===== config.mk =====
export PLATFORM = sky130hd
export DESIGN_NAME = sha256_stream_hasher_flat
export DESIGN_NICKNAME = d
export VERILOG_FILES = /design/src/rtl/core/sha_pkg.sv /design/src/rtl/core/sha_stream_if.sv /design/src/rtl/core/sha_front.sv /design/src/rtl/core/sha_queue.sv /design/src/rtl/core/sha_back.sv /design/src/rtl/core/sha256_stream_hasher.sv /design/src/flat_wrapper.sv
export SDC_FILE = /design/constraint.sdc
export NUM_CORES = 2
export LEC_CHECK = 0
export ABC_AREA = 1
export ABC_CLOCK_PERIOD_IN_PS = 49400
export BUFFER_PORTS_ARGS = -buffer_cell sky130_fd_sc_hd__buf_4
export CORE_MARGIN = 2
export CORE_UTILIZATION = 40
export DETAILED_ROUTE_END_ITERATION = 6
export GPL_TIMING_DRIVEN = 0
export HOLD_SLACK_MARGIN = 0.02
export PLACE_DENSITY_LB_ADDON = 0.3
export SETUP_SLACK_MARGIN = 0.1
export SYNTH_ARGS = -nofsm -noshare
export SYNTH_HDL_FRONTEND = slang
export SYNTH_SLANG_ARGS = --single-unit

===== constraint.sdc =====
create_clock -name clock -period 49.4 [get_ports clock]
set_input_delay 14.82 -clock clock [delete_from_list [all_inputs] [get_ports clock]]
set_output_delay 14.82 -clock clock [all_outputs]
set_load 0.02 [all_outputs]

===== src/rtl/core/sha_pkg.sv =====
// Package for the SHA-256 stream hasher: types, round constants, helpers.
// No dependencies.
package sha_pkg;
   localparam int BLOCK_BYTES = 64;
   localparam int LEN_POS = 56;
   localparam logic [7:0] PAD_BYTE = 8'h80;
   localparam int QUEUE_DEPTH = 4;

   typedef struct packed {
      logic [7:0] data_byte;
      logic       byte_present;
      logic       last_byte;
   } req_type;

   typedef struct packed {
      logic [63:0] digest_word;
      logic [1:0]  word_index;
      logic        digest_last;
   } rsp_type;

   // front-end command: a word of the block or an order to compress
   typedef struct packed {
      logic [31:0] word;
      logic [3:0]  index;
      logic        compress;
      logic        finish;
   } cmd_type;

   typedef enum logic [1:0] {
      BK_LOAD, BK_ROUND, BK_ADD, BK_EMIT
   } back_state_type;

   typedef enum logic [1:0] {
      FR_BYTES, FR_ZERO, FR_LEN_HI, FR_LEN_LO
   } front_state_type;

   function automatic logic [31:0] round_k(input logic [5:0] i);
      logic [31:0] k [64];
      k = '{
         32'h428a2f98, 32'h71374491, 32'hb5c0fbcf, 32'he9b5dba5, 32'h3956c25b,
         32'h59f111f1, 32'h923f82a4, 32'hab1c5ed5, 32'hd807aa98, 32'h12835b01,
         32'h243185be, 32'h550c7dc3, 32'h72be5d74, 32'h80deb1fe, 32'h9bdc06a7,
         32'hc19bf174, 32'he49b69c1, 32'hefbe4786, 32'h0fc19dc6, 32'h240ca1cc,
         32'h2de92c6f, 32'h4a7484aa, 32'h5cb0a9dc, 32'h76f988da, 32'h983e5152,
         32'ha831c66d, 32'hb00327c8, 32'hbf597fc7, 32'hc6e00bf3, 32'hd5a79147,
         32'h06ca6351, 32'h14292967, 32'h27b70a85, 32'h2e1b2138, 32'h4d2c6dfc,
         32'h53380d13, 32'h650a7354, 32'h766a0abb, 32'h81c2c92e, 32'h92722c85,
         32'ha2bfe8a1, 32'ha81a664b, 32'hc24b8b70, 32'hc76c51a3, 32'hd192e819,
         32'hd6990624, 32'hf40e3585, 32'h106aa070, 32'h19a4c116, 32'h1e376c08,
         32'h2748774c, 32'h34b0bcb5, 32'h391c0cb3, 32'h4ed8aa4a, 32'h5b9cca4f,
         32'h682e6ff3, 32'h748f82ee, 32'h78a5636f, 32'h84c87814, 32'h8cc70208,
         32'h90befffa, 32'ha4506ceb, 32'hbef9a3f7, 32'hc67178f2};
      return k[i];
   endfunction

   localparam logic [255:0] INIT_H = {
      32'h6a09e667, 32'hbb67ae85, 32'h3c6ef372, 32'ha54ff53a,
      32'h510e527f, 32'h9b05688c, 32'h1f83d9ab, 32'h5be0cd19};

   function automatic logic [31:0] rotr(input logic [31:0] x, input int n);
      return (x >> n) | (x << (32 - n));
   endfunction
endpackage


===== src/rtl/core/sha_stream_if.sv =====
// Valid/ready channel interface carrying one payload word.
// Depends on nothing; payload type is a parameter.
interface sha_stream_if #(parameter type payload_type = logic) (input logic clock);
   logic        valid;
   logic        ready;
   payload_type payload;
   modport source (output valid, output payload, input ready);
   modport sink (input valid, input payload, output ready);
endinterface


===== src/rtl/core/sha_front.sv =====
// Front end: packs bytes into 32-bit block words, inserts padding and length.
// Depends on sha_pkg.
module sha_front (
   input  logic              clock,
   input  logic              reset,
   input  logic              in_valid,
   output logic              in_ready,
   input  sha_pkg::req_type  in_data,
   output logic              cmd_valid,
   input  logic              cmd_ready,
   output sha_pkg::cmd_type  cmd_data
);
   import sha_pkg::*;

   front_state_type state_ff, state_in;
   logic [5:0]  fill_ff, fill_in;
   logic [60:0] total_ff, total_in;
   logic [23:0] part_ff, part_in;
   logic        two_ff, two_in;    // padding spills into an extra block
   logic        pad_ff, pad_in;    // pad byte still owed at the next word

   logic [31:0] word;
   logic [63:0] bits;

   assign bits = {total_ff, 3'b000};

   always_ff @(posedge clock) begin
      if (reset) begin
         state_ff <= FR_BYTES;
         fill_ff <= '0;
         total_ff <= '0;
         two_ff <= 1'b0;
         pad_ff <= 1'b0;
      end else begin
         state_ff <= state_in;
         fill_ff <= fill_in;
         total_ff <= total_in;
         two_ff <= two_in;
         pad_ff <= pad_in;
      end
      part_ff <= part_in;
   end

   always_comb begin
      state_in = state_ff;
      unique case (state_ff)
         FR_BYTES: if (in_valid && in_ready && in_data.last_byte) state_in = FR_ZERO;
         FR_ZERO:  if (!two_ff && ((fill_ff[5:2] == 4'd14) ||
                                   (cmd_ready && fill_ff[5:2] == 4'd13))) state_in = FR_LEN_HI;
         FR_LEN_HI: if (cmd_ready) state_in = FR_LEN_LO;
         FR_LEN_LO: if (cmd_ready) state_in = FR_BYTES;
         default: state_in = FR_BYTES;
      endcase
   end

   always_comb begin
      logic [5:0] f;
      logic [23:0] p;
      logic [7:0] b;
      fill_in = fill_ff;
      total_in = total_ff;
      part_in = part_ff;
      two_in = two_ff;
      pad_in = pad_ff;
      in_ready = 1'b0;
      cmd_valid = 1'b0;
      word = '0;
      f = fill_ff;
      p = part_ff;
      b = in_data.data_byte;
      cmd_data = '{word: '0, index: fill_ff[5:2], compress: 1'b0, finish: 1'b0};
      unique case (state_ff)
         FR_BYTES: begin
            // a word issues when its fourth byte (or the pad byte) lands
            in_ready = cmd_ready || !in_data.byte_present && !in_data.last_byte ||
                       (fill_ff[1:0] != 2'd3 && !in_data.last_byte);
            if (in_valid && in_data.byte_present) begin
               unique case (f[1:0])
                  2'd0: p = {b, 16'h0};
                  2'd1: p = {p[23:16], b, 8'h0};
                  2'd2: p = {p[23:8], b};
                  default: ;
               endcase
               if (f[1:0] == 2'd3) begin
                  cmd_valid = 1'b1;
                  cmd_data.word = {p, b};
                  cmd_data.compress = (f == 6'd63);
               end
               f = f + 6'd1;
               if (in_ready) total_in = total_ff + 61'd1;
            end
            if (in_valid && in_data.last_byte && cmd_valid) begin
               // the byte closed a word: the pad byte opens the next one
               if (in_ready) begin
                  pad_in = 1'b1;
                  two_in = (f[5:2] >= 4'd14);
               end
            end else if (in_valid && in_data.last_byte) begin
               // pad byte goes into the current word now
               unique case (f[1:0])
                  2'd0: word = {PAD_BYTE, 24'h0};
                  2'd1: word = {p[23:16], PAD_BYTE, 16'h0};
                  2'd2: word = {p[23:8], PAD_BYTE, 8'h0};
                  default: word = {p, PAD_BYTE};
               endcase
               cmd_valid = 1'b1;
               cmd_data.word = word;
               cmd_data.index = f[5:2];
               cmd_data.compress = (f[5:2] == 4'd15);
               two_in = (f[5:2] == 4'd14);
               f = {f[5:2] + 4'd1, 2'b00};
            end
            if (in_valid && in_ready) begin
               fill_in = f;
               part_in = p;
            end
         end
         FR_ZERO: begin
            if (fill_ff[5:2] == 4'd14 && !two_ff) begin
               cmd_valid = 1'b0;
            end else begin
               cmd_valid = 1'b1;
            end
            cmd_data.word = pad_ff ? {PAD_BYTE, 24'h0} : '0;
            cmd_data.compress = (fill_ff[5:2] == 4'd15);
            if (fill_ff == 6'd0 && !two_ff && fill_ff[5:2] != 4'd14) cmd_valid = 1'b1;
            if (cmd_ready && cmd_valid) begin
               fill_in = {fill_ff[5:2] + 4'd1, 2'b00};
               pad_in = 1'b0;
               if (fill_ff[5:2] == 4'd15) two_in = 1'b0;
            end
         end
         FR_LEN_HI: begin
            cmd_valid = 1'b1;
            cmd_data.index = 4'd14;
            cmd_data.word = bits[63:32];
         end
         FR_LEN_LO: begin
            cmd_valid = 1'b1;
            cmd_data.index = 4'd15;
            cmd_data.word = bits[31:0];
            cmd_data.compress = 1'b1;
            cmd_data.finish = 1'b1;
            if (cmd_ready) begin
               fill_in = '0;
               total_in = '0;
            end
         end
         default: ;
      endcase
   end
endmodule


===== src/rtl/core/sha_queue.sv =====
// Short FIFO between front end and compression core.
// Depends on sha_pkg.
module sha_queue #(
   parameter int DEPTH = sha_pkg::QUEUE_DEPTH
) (
   input  logic             clock,
   input  logic             reset,
   input  logic             in_valid,
   output logic             in_ready,
   input  sha_pkg::cmd_type in_data,
   output logic             out_valid,
   input  logic             out_ready,
   output sha_pkg::cmd_type out_data
);
   import sha_pkg::*;
   localparam int AW = $clog2(DEPTH);

   cmd_type         mem_ff [DEPTH];
   logic [AW-1:0]   wr_ff, rd_ff;
   logic [AW:0]     cnt_ff;
   logic            push, pop;

   assign in_ready = (cnt_ff != (AW+1)'(DEPTH));
   assign out_valid = (cnt_ff != '0);
   assign out_data = mem_ff[rd_ff];
   assign push = in_valid && in_ready;
   assign pop = out_valid && out_ready;

   always_ff @(posedge clock) begin
      if (reset) begin
         wr_ff <= '0;
         rd_ff <= '0;
         cnt_ff <= '0;
      end else begin
         if (push) wr_ff <= (wr_ff == AW'(DEPTH-1)) ? '0 : wr_ff + 1'b1;
         if (pop) rd_ff <= (rd_ff == AW'(DEPTH-1)) ? '0 : rd_ff + 1'b1;
         cnt_ff <= cnt_ff + (AW+1)'(push) - (AW+1)'(pop);
      end
      if (push) mem_ff[wr_ff] <= in_data;
   end

   assert property (@(posedge clock) disable iff (reset) cnt_ff <= (AW+1)'(DEPTH))
      else $error("queue count overflow");
   assert property (@(posedge clock) disable iff (reset)
      (cnt_ff == '0) |-> !out_valid) else $error("empty queue shows valid");
endmodule


===== src/rtl/core/sha_back.sv =====
// Compression core: loads 16 words, runs 64 rounds, emits digest words.
// Depends on sha_pkg.
module sha_back (
   input  logic             clock,
   input  logic             reset,
   input  logic             cmd_valid,
   output logic             cmd_ready,
   input  sha_pkg::cmd_type cmd_data,
   output logic             out_valid,
   input  logic             out_ready,
   output sha_pkg::rsp_type out_data
);
   import sha_pkg::*;

   back_state_type state_ff, state_in;
   logic [31:0] w_ff [16];
   logic [31:0] h_ff [8], v_ff [8];
   logic [5:0]  rnd_ff;
   logic [1:0]  widx_ff;
   logic        fin_ff;

   always_comb begin
      state_in = state_ff;
      unique case (state_ff)
         BK_LOAD:  if (cmd_valid && cmd_data.compress) state_in = BK_ROUND;
         BK_ROUND: if (rnd_ff == 6'd63) state_in = BK_ADD;
         BK_ADD:   state_in = fin_ff ? BK_EMIT : BK_LOAD;
         BK_EMIT:  if (out_ready && widx_ff == 2'd3) state_in = BK_LOAD;
         default:  state_in = BK_LOAD;
      endcase
   end

   always_comb begin
      cmd_ready = (state_ff == BK_LOAD);
      out_valid = (state_ff == BK_EMIT);
      out_data.digest_word = {h_ff[{widx_ff, 1'b0}], h_ff[{widx_ff, 1'b1}]};
      out_data.word_index = widx_ff;
      out_data.digest_last = (widx_ff == 2'd3);
   end

   logic [31:0] wt, s0, s1, wn, t1, t2, e, a;
   always_comb begin
      wt = w_ff[0];
      s0 = rotr(w_ff[1], 7) ^ rotr(w_ff[1], 18) ^ (w_ff[1] >> 3);
      s1 = rotr(w_ff[14], 17) ^ rotr(w_ff[14], 19) ^ (w_ff[14] >> 10);
      wn = w_ff[0] + s0 + w_ff[9] + s1;
      e = v_ff[4];
      a = v_ff[0];
      t1 = v_ff[7] + (rotr(e, 6) ^ rotr(e, 11) ^ rotr(e, 25)) +
           ((e & v_ff[5]) ^ (~e & v_ff[6])) + round_k(rnd_ff) + wt;
      t2 = (rotr(a, 2) ^ rotr(a, 13) ^ rotr(a, 22)) +
           ((a & v_ff[1]) ^ (a & v_ff[2]) ^ (v_ff[1] & v_ff[2]));
   end

   always_ff @(posedge clock) begin
      if (reset) begin
         state_ff <= BK_LOAD;
         rnd_ff <= '0;
         widx_ff <= '0;
         fin_ff <= 1'b0;
         for (int i = 0; i < 8; i++) h_ff[i] <= INIT_H[255-32*i -: 32];
      end else begin
         state_ff <= state_in;
         unique case (state_ff)
            BK_LOAD: if (cmd_valid) begin
               w_ff[cmd_data.index] <= cmd_data.word;
               fin_ff <= cmd_data.finish;
               rnd_ff <= '0;
               for (int i = 0; i < 8; i++) v_ff[i] <= h_ff[i];
            end
            BK_ROUND: begin
               for (int i = 0; i < 15; i++) w_ff[i] <= w_ff[i+1];
               w_ff[15] <= wn;
               v_ff[7] <= v_ff[6];
               v_ff[6] <= v_ff[5];
               v_ff[5] <= v_ff[4];
               v_ff[4] <= v_ff[3] + t1;
               v_ff[3] <= v_ff[2];
               v_ff[2] <= v_ff[1];
               v_ff[1] <= v_ff[0];
               v_ff[0] <= t1 + t2;
               rnd_ff <= rnd_ff + 6'd1;
            end
            BK_ADD: begin
               for (int i = 0; i < 8; i++) h_ff[i] <= h_ff[i] + v_ff[i];
               widx_ff <= '0;
            end
            BK_EMIT: if (out_ready) begin
               widx_ff <= widx_ff + 2'd1;
               if (widx_ff == 2'd3) begin
                  for (int i = 0; i < 8; i++) h_ff[i] <= INIT_H[255-32*i -: 32];
               end
            end
            default: ;
         endcase
      end
   end

   assert property (@(posedge clock) disable iff (reset)
      (state_ff == BK_ROUND && rnd_ff == 6'd63) |=> state_ff == BK_ADD)
      else $error("round count slip");
   assert property (@(posedge clock) disable iff (reset)
      out_valid |-> !cmd_ready) else $error("load during emit");
   assert property (@(posedge clock) disable iff (reset)
      (out_valid && !out_ready) |=> $stable(widx_ff)) else $error("index moved under stall");
endmodule


===== src/rtl/core/sha256_stream_hasher.sv =====
// SHA-256 stream hasher top level: front end, command queue, compression core.
// Depends on sha_pkg, sha_stream_if, sha_front, sha_queue, sha_back.
//
// Takes at most one message byte per word on req; a word with last_byte set
// ends the message and four 64-bit digest words follow on rsp, word_index 0
// first. Each block holds the core through its load, round and add states.
// While the rounds run the four-word queue lets the front end take the first
// 19 bytes of the next block; the rest arrive one per cycle during the load
// while the source keeps up, so a long message is paced by the single round
// unit and the byte rate. After the last word the front end issues the zero
// and length words as the queue takes them, the core runs one or two more
// blocks and presents the four digest words, one per cycle while rsp is ready.
module sha256_stream_hasher #(
   parameter int QUEUE_DEPTH = sha_pkg::QUEUE_DEPTH
) (
   input logic clock,
   input logic reset,
   sha_stream_if.sink   req,
   sha_stream_if.source rsp
);
   import sha_pkg::*;

   logic    f_valid, f_ready, q_valid, q_ready;
   cmd_type f_cmd, q_cmd;

   sha_front u_front (
      .clock, .reset,
      .in_valid(req.valid), .in_ready(req.ready), .in_data(req.payload),
      .cmd_valid(f_valid), .cmd_ready(f_ready), .cmd_data(f_cmd));

   sha_queue #(.DEPTH(QUEUE_DEPTH)) u_queue (
      .clock, .reset,
      .in_valid(f_valid), .in_ready(f_ready), .in_data(f_cmd),
      .out_valid(q_valid), .out_ready(q_ready), .out_data(q_cmd));

   sha_back u_back (
      .clock, .reset,
      .cmd_valid(q_valid), .cmd_ready(q_ready), .cmd_data(q_cmd),
      .out_valid(rsp.valid), .out_ready(rsp.ready), .out_data(rsp.payload));
endmodule


===== src/flat_wrapper.sv =====
// flat-port wrapper written by rule: the top's interface ports become plain ports
module sha256_stream_hasher_flat import sha_pkg::*;
#(
   parameter int QUEUE_DEPTH = sha_pkg::QUEUE_DEPTH
)
  (clock, reset, req_valid, req_payload, req_ready, rsp_valid, rsp_payload, rsp_ready);
  sha_stream_if #(.payload_type(req_type)) req_i (.clock(clock));
  sha_stream_if #(.payload_type(rsp_type)) rsp_i (.clock(clock));
  input logic clock;
  input logic reset;
  input wire logic [$bits(req_i.valid)-1:0] req_valid;
  input wire logic [$bits(req_i.payload)-1:0] req_payload;
  output wire logic [$bits(req_i.ready)-1:0] req_ready;
  output wire logic [$bits(rsp_i.valid)-1:0] rsp_valid;
  output wire logic [$bits(rsp_i.payload)-1:0] rsp_payload;
  input wire logic [$bits(rsp_i.ready)-1:0] rsp_ready;
  assign req_i.valid = req_valid;
  assign req_i.payload = req_payload;
  assign req_ready = req_i.ready;
  assign rsp_valid = rsp_i.valid;
  assign rsp_payload = rsp_i.payload;
  assign rsp_i.ready = rsp_ready;
  sha256_stream_hasher #(.QUEUE_DEPTH(QUEUE_DEPTH)) u_core (.clock(clock), .reset(reset), .req(req_i), .rsp(rsp_i));
endmodule

; ---- After elaboration in Yosys (flattened, before gate mapping)
; Memory sizes are Yosys's and may differ from the RTL's. A register that Yosys moved wholly into a read port is not among the register bits.
; Cells that the tools add are included.
; Widths: inputs -> output; s select.
[totals]
ramBits = 1176
mem_bits_ro = 2048
inputBits = 14
reg_bits = 113
wordCells = 304
memories = 5
output_inout_bits = 69
[classes]
add_sub_neg = 28
eq_ne = 41
n_bitwise = 52
muxes = 116
order_cmp = 2
reduce_logical = 47
[memory_table]
columns = memory, words, width, read_ports, rd_ports_with_merged_regs, write_ports, line
row1 = (no name shown), 64, 32, 1, 0, 0, sha_pkg.sv:53  ; return k[i];
row2 = u_core.u_back.w_ff, 16, 32, 16, 0, 16, sha_back.sv:16  ; logic [31:0] w_ff [16];
row3 = u_core.u_back.h_ff, 8, 32, 10, 2, 8, sha_back.sv:17  ; logic [31:0] h_ff [8], v_ff [8];
row4 = u_core.u_back.v_ff, 8, 32, 8, 0, 8, sha_back.sv:17
row5 = u_core.u_queue.mem_ff, 4, 38, 1, 1, 1, sha_queue.sv:18  ; cmd_type mem_ff [DEPTH];
[ops]
columns = cell, n
row1 = $mux 32, 30
row2 = $add 32x32->32, 18
row3 = $xor 32x32->32, 9
row4 = $mux 61, 3
row5 = $and 32x32->32, 5
row6 = $pmux 32 s4, 1
row7 = $pmux 61 s2, 1
row8 = $pmux 32 s3, 1
row9 = $mux 37, 2
row10 = $pmux 24 s3, 1
row11 = $add 61x1->61 const B, 1
row12 = $mux 6, 8
row13 = $mux 1, 40
row14 = $not 32->32, 1
row15 = $or 10x32->32, 1
row16 = $or 13x32->32, 1
row17 = $or 14x32->32, 1
row18 = $or 15x32->32, 1
row19 = $or 19x32->32, 1
row20 = $or 21x32->32, 1
row21 = $or 25x32->32, 1
row22 = $or 26x32->32, 1
row23 = $or 30x32->32, 1
row24 = $or 7x32->32, 1
row25 = other kinds (43), 155

; ---- Longest topological paths before layout
[depth]
depth_word = 10
mapped_depth = 46
ltp_nobuf = 45

; ---- Cells and area by module
; Synthesis repeated with hierarchy kept, for this count alone.
[unflattened]
cells_unflattened = 10749
hier_area_um2 = 86782.0
[modules_own_cells]
columns = mod, area_per_inst_um2, instances, cells_each
row1 = sha_back, 73745.7, 1, 9223
row2 = sha_front, 6886.6, 1, 1089
row3 = sha_queue, 6149.6, 1, 437

; ---- Least setup slack after synthesis
; OpenSTA, ideal clock, no wires.
[synth_timing]
path_kind = input to output
from = in req_payload[1]
to = out req_ready
stages = 5
n_path_buf = 0
required_ps = 34580
arrival_time_ps = 15384
setup_slack_ps = 19196
cell_sequence = nand2_1 -> inv_2 -> nor2_2 -> nor2_2 -> nor2_1
[synth_between]
elab_chain_len = 5
[synth_rtl]
columns = item, line
row1 = start: declaration, flat_wrapper.sv:12  ; input wire logic [$bits(req_i.payload)-1:0] req_payload;
row2 = $logic_not 1->1, sha_front.sv:75  ; in_ready = cmd_ready || !in_data.byte_present && !in_data.last_byte ||
row3 = $logic_and 1x1->1, sha_front.sv:75
row4 = $logic_or 1x1->1 (2 in a row), sha_front.sv:75
row5 = $mux 1, sha_front.sv:72  ; unique case (state_ff)
row6 = end: declaration, flat_wrapper.sv:13  ; output wire logic [$bits(req_i.ready)-1:0] req_ready;
; No other way between the ends.

; ---- Final worst setup path
; Same ends and word-level chain as after synthesis.

==> reports/summary.txt <==
HP Class: reg -> reg
overall die height: 471 um
Yosys reg bits: 1293
Mapped Cells: 10900
FF-to-FF Start: u_core.u_back.rnd_ff[0]
Post-Syn Area: 87100 um^2
gr ovfl total: 0
Final Hold Violating Endpoints: 0
Min-Delay Endpoint: u_core.u_front.pad_ff
nets@finish: 11800
HPWL after DPL: 372000 um
setup_tns: 0 ns
syn_nets: 11600
H-tree depth: 4
syn avg cell area: 7.97 um^2
Finished Core Util: 45.1%
WP data required: 34.58 ns
CTS tree: built
Hold Path Stages: 2
clk slew on worst S/H paths: 0.06 ns
period utilization: 62.3%
WL/cell: 31.8 um
status: complete, but fails checks
CTS buffer count: 157
Synth Warn #: 0
Synth area leader: edfxtp_1
CP max stage cell: nor2_1
core area: 217000 um^2
Sequential Area: 36600 um^2
CP peak stage delay: 0.34 ns
vias in the first global route: 77500
Final WS setup: 18.63 ns
share of the synthesized area in the top cell type: 37.0%
Hold-fix buffers, CTS: 0
register area share after synthesis: 42.0%
Hold Slack: 0.460 ns
Synth cell types: 70
number of port buffers: 81
final setup skew: 0.0517 ns
Max Cap Viol: 7
Layout Area Growth over Synthesis: 12.1%
multi-input logic area: 44500 um^2
TritonRoute pass-1 iters: 7
Main synth FF type: edfxtp_1
Iteration-0 DRC Markers: 11800
Resized cells post-CTS: 0
Critical R2R Capture: u_core.u_back.v_ff[0][31]
drt total wl: 452000 um
Vias/cell: 5.89
first-pass GRT wire length: 614000 um
fmax: 32.5 MHz
total global-route track usage: 39.7%
DRC viols: 1
final setup vio count: 0
crit path time final: 30.77 ns
Crit Path Class: in -> out
Max Transition Viols Final: 16
Initial Util: 40.2%
Rel. slew slack: -10.6%
Slew @ Worst Pin: 1.65 ns
Row Count: 171
EDFF count, synth: 1072
share of cells above drive strength 1: 5.67%
RSZ-0062 raised after global routing: false
root buffer cell: clkbuf_16
gpl congestion: 1.10
clock latency on the worst-skew pair: 0.87 ns
Post-CTS Setup Repair Bufs: 0
Routed Antenna Nets: 0
Synth async-reset ratio: 0%
largest net degree at the start of global routing: 56
crit-path max FO: 2
Ports: 83
CP startpoint kind: primary input
die area: 222000 um^2
pre-CTS worst setup slack: 18.57 ns
cells on worst reg2reg path: 38
Max clock buf depth: 3
initial antenna violation count: 31
Area contributors post-synth: edfxtp_1 37%, nand2_1 13%, ha_1 5.9%
crit path cell chain: buf_4, nand2_1, inv_2, nor2_2, nor2_2, nor2_1, buf_4
FILL cells: 21700
Hold Startpoint: u_core.u_front.pad_ff
CP endpoint kind: output pin
vias: 83700
flop2flop setup slack: 37.98 ns
arrival time worst endpoint: 15.95 ns
failing checks: DRC, capacitance limit, slew limit
CTS Sinks: 1293
chip width: 471 um
## cell usage after synthesis (12+ instances only)
| cell | number |
|---|---|
| ha_1 | 412 |
| nor2_1 | 899 |
| xnor2_1 | 149 |
| o211ai_1 | 38 |
| o22ai_1 | 140 |
| a21oi_1 | 799 |
| nand4_1 | 109 |
| inv_1 | 1182 |
| a21o_1 | 77 |
| nand3b_1 | 23 |
| o31ai_1 | 16 |
| and3_1 | 12 |
| or2_2 | 27 |
| xor2_1 | 179 |
| nor3_1 | 104 |
| buf_1 | 29 |
| edfxtp_1 | 1072 |
| o21ai_0 | 884 |
| nand3_1 | 493 |
| inv_2 | 12 |
| buf_2 | 138 |
| o21bai_1 | 52 |
| o21a_1 | 54 |
| o21ai_1 | 13 |
| nor4_1 | 20 |
| nand2_1 | 3104 |
| o221ai_1 | 13 |
| dfxtp_1 | 221 |
| nand2_2 | 16 |
| a31oi_1 | 52 |
| a221oi_1 | 12 |
| clkbuf_1 | 225 |
| a21boi_0 | 21 |
| fa_1 | 196 |
## placed cells by master (no fill, tap or decap), drive strengths merged, types with 12 or more instances in the layout
| cell type | netlist | routed |
|---|---|---|
| buf | 173 | 302 |
| clkinv | 2 | 72 |
| o31ai | 16 | 16 |
| or2 | 27 | 27 |
| edfxtp | 1072 | 1072 |
| o211ai | 38 | 38 |
| nand2 | 3121 | 3121 |
| dfxtp | 221 | 221 |
| nand3 | 496 | 496 |
| o21ai | 901 | 901 |
| nor2 | 915 | 915 |
| o21bai | 52 | 52 |
| and3 | 12 | 12 |
| o22ai | 140 | 140 |
| bufinv | 0 | 12 |
| nor4 | 21 | 21 |
| o221ai | 13 | 13 |
| o21a | 54 | 54 |
| nand4 | 109 | 109 |
| a21oi | 799 | 799 |
| inv | 1194 | 1202 |
| a21boi | 23 | 23 |
| nand3b | 25 | 25 |
| xnor2 | 149 | 149 |
| fa | 196 | 196 |
| a221oi | 13 | 13 |
| nor3 | 111 | 111 |
| clkbuf | 227 | 424 |
| xor2 | 179 | 179 |
| a31oi | 52 | 52 |
| a21o | 77 | 77 |
| ha | 412 | 412 |
## layer usage
metal  GRT usage (%)  vias to the layer above  routed length (um)
met5               0                        -                  79
met4            26.7                       12               36800
met3            9.10                      926               47600
met2            56.9                     4924              185000
met1            53.2                    40500              182000
li1                -                    37300                   -
## area by class of cell
| cell class | instances | share of cell area (%) |
|---|---|---|
| buffer | 400 | 1.76 |
| timing repair buffer | 130 | 1.51 |
| sequential | 1293 | 37.5 |
| tap | 2854 | 3.66 |
| multi-input combinational | 8040 | 45.6 |
| antenna | 7 | 0.0179 |
| inverter | 1196 | 4.60 |
| clock inverter | 96 | 1.09 |
| clock buffer | 196 | 4.27 |
## kinds of logic (layout without fill, tap and decap cells)
kind of cell | Yosys count | after routing | share of synthesized area (%)
AND/OR/NAND/NOR | 4845 | 4845 | 22.6
AO/OA/AOI/OAI | 2241 | 2241 | 14.3
adder cells (fa/ha/maj) | 610 | 610 | 10.4
XOR/XNOR | 328 | 328 | 3.30
buffers and inverters | 1596 | 2018 | 7.12
flip-flops | 1293 | 1293 | 42.0
multiplexers | 16 | 16 | 0.195
other | 0 | 7 | 0
## registers in the layout (all words and copies together), names as in the netlist, 3 cells and up, named ones only
register                 count
u_core.u_queue.mem_ff      152
u_core.u_front.total_ff     61
u_core.u_back.v_ff         256
u_core.u_front.part_ff      24
u_core.u_front.fill_ff       6
u_core.u_queue.cnt_ff        3
u_core.u_back.rnd_ff         6
u_core.u_back.h_ff         256
u_core.u_back.w_ff         512
## critical path, delay by kind of cell
kind	cells	cell delay, ns
and+or+nand+nor	4	0.71
buffers and inverters	3	0.41
## stage by stage
stage,std cells,cell area [um^2]
2_1_floorplan,10900,87100
3_3_place_gp,13900,91300
3_5_place_dp,13900,92400
4_1_cts,14200,97600
5_1_grt,14200,97600
6_report,14200,97700
## worst max-delay path by stage
stage,to,start,slack (ns),depth (start not counted)
floorplan,req_ready,req_payload[1],19.20,5
global placement,u_core.u_back.v_ff[0][92],reset,14.38,4
detailed placement,req_ready,req_payload[1],18.57,7
CTS,req_ready,req_payload[1],18.57,7
global route,req_ready,req_payload[1],18.61,7
finish,req_ready,req_payload[1],18.63,7
Power is left out: the tool's default activity adds up to more than one toggle a clock period on the data nets, which glitch-free logic cannot reach.
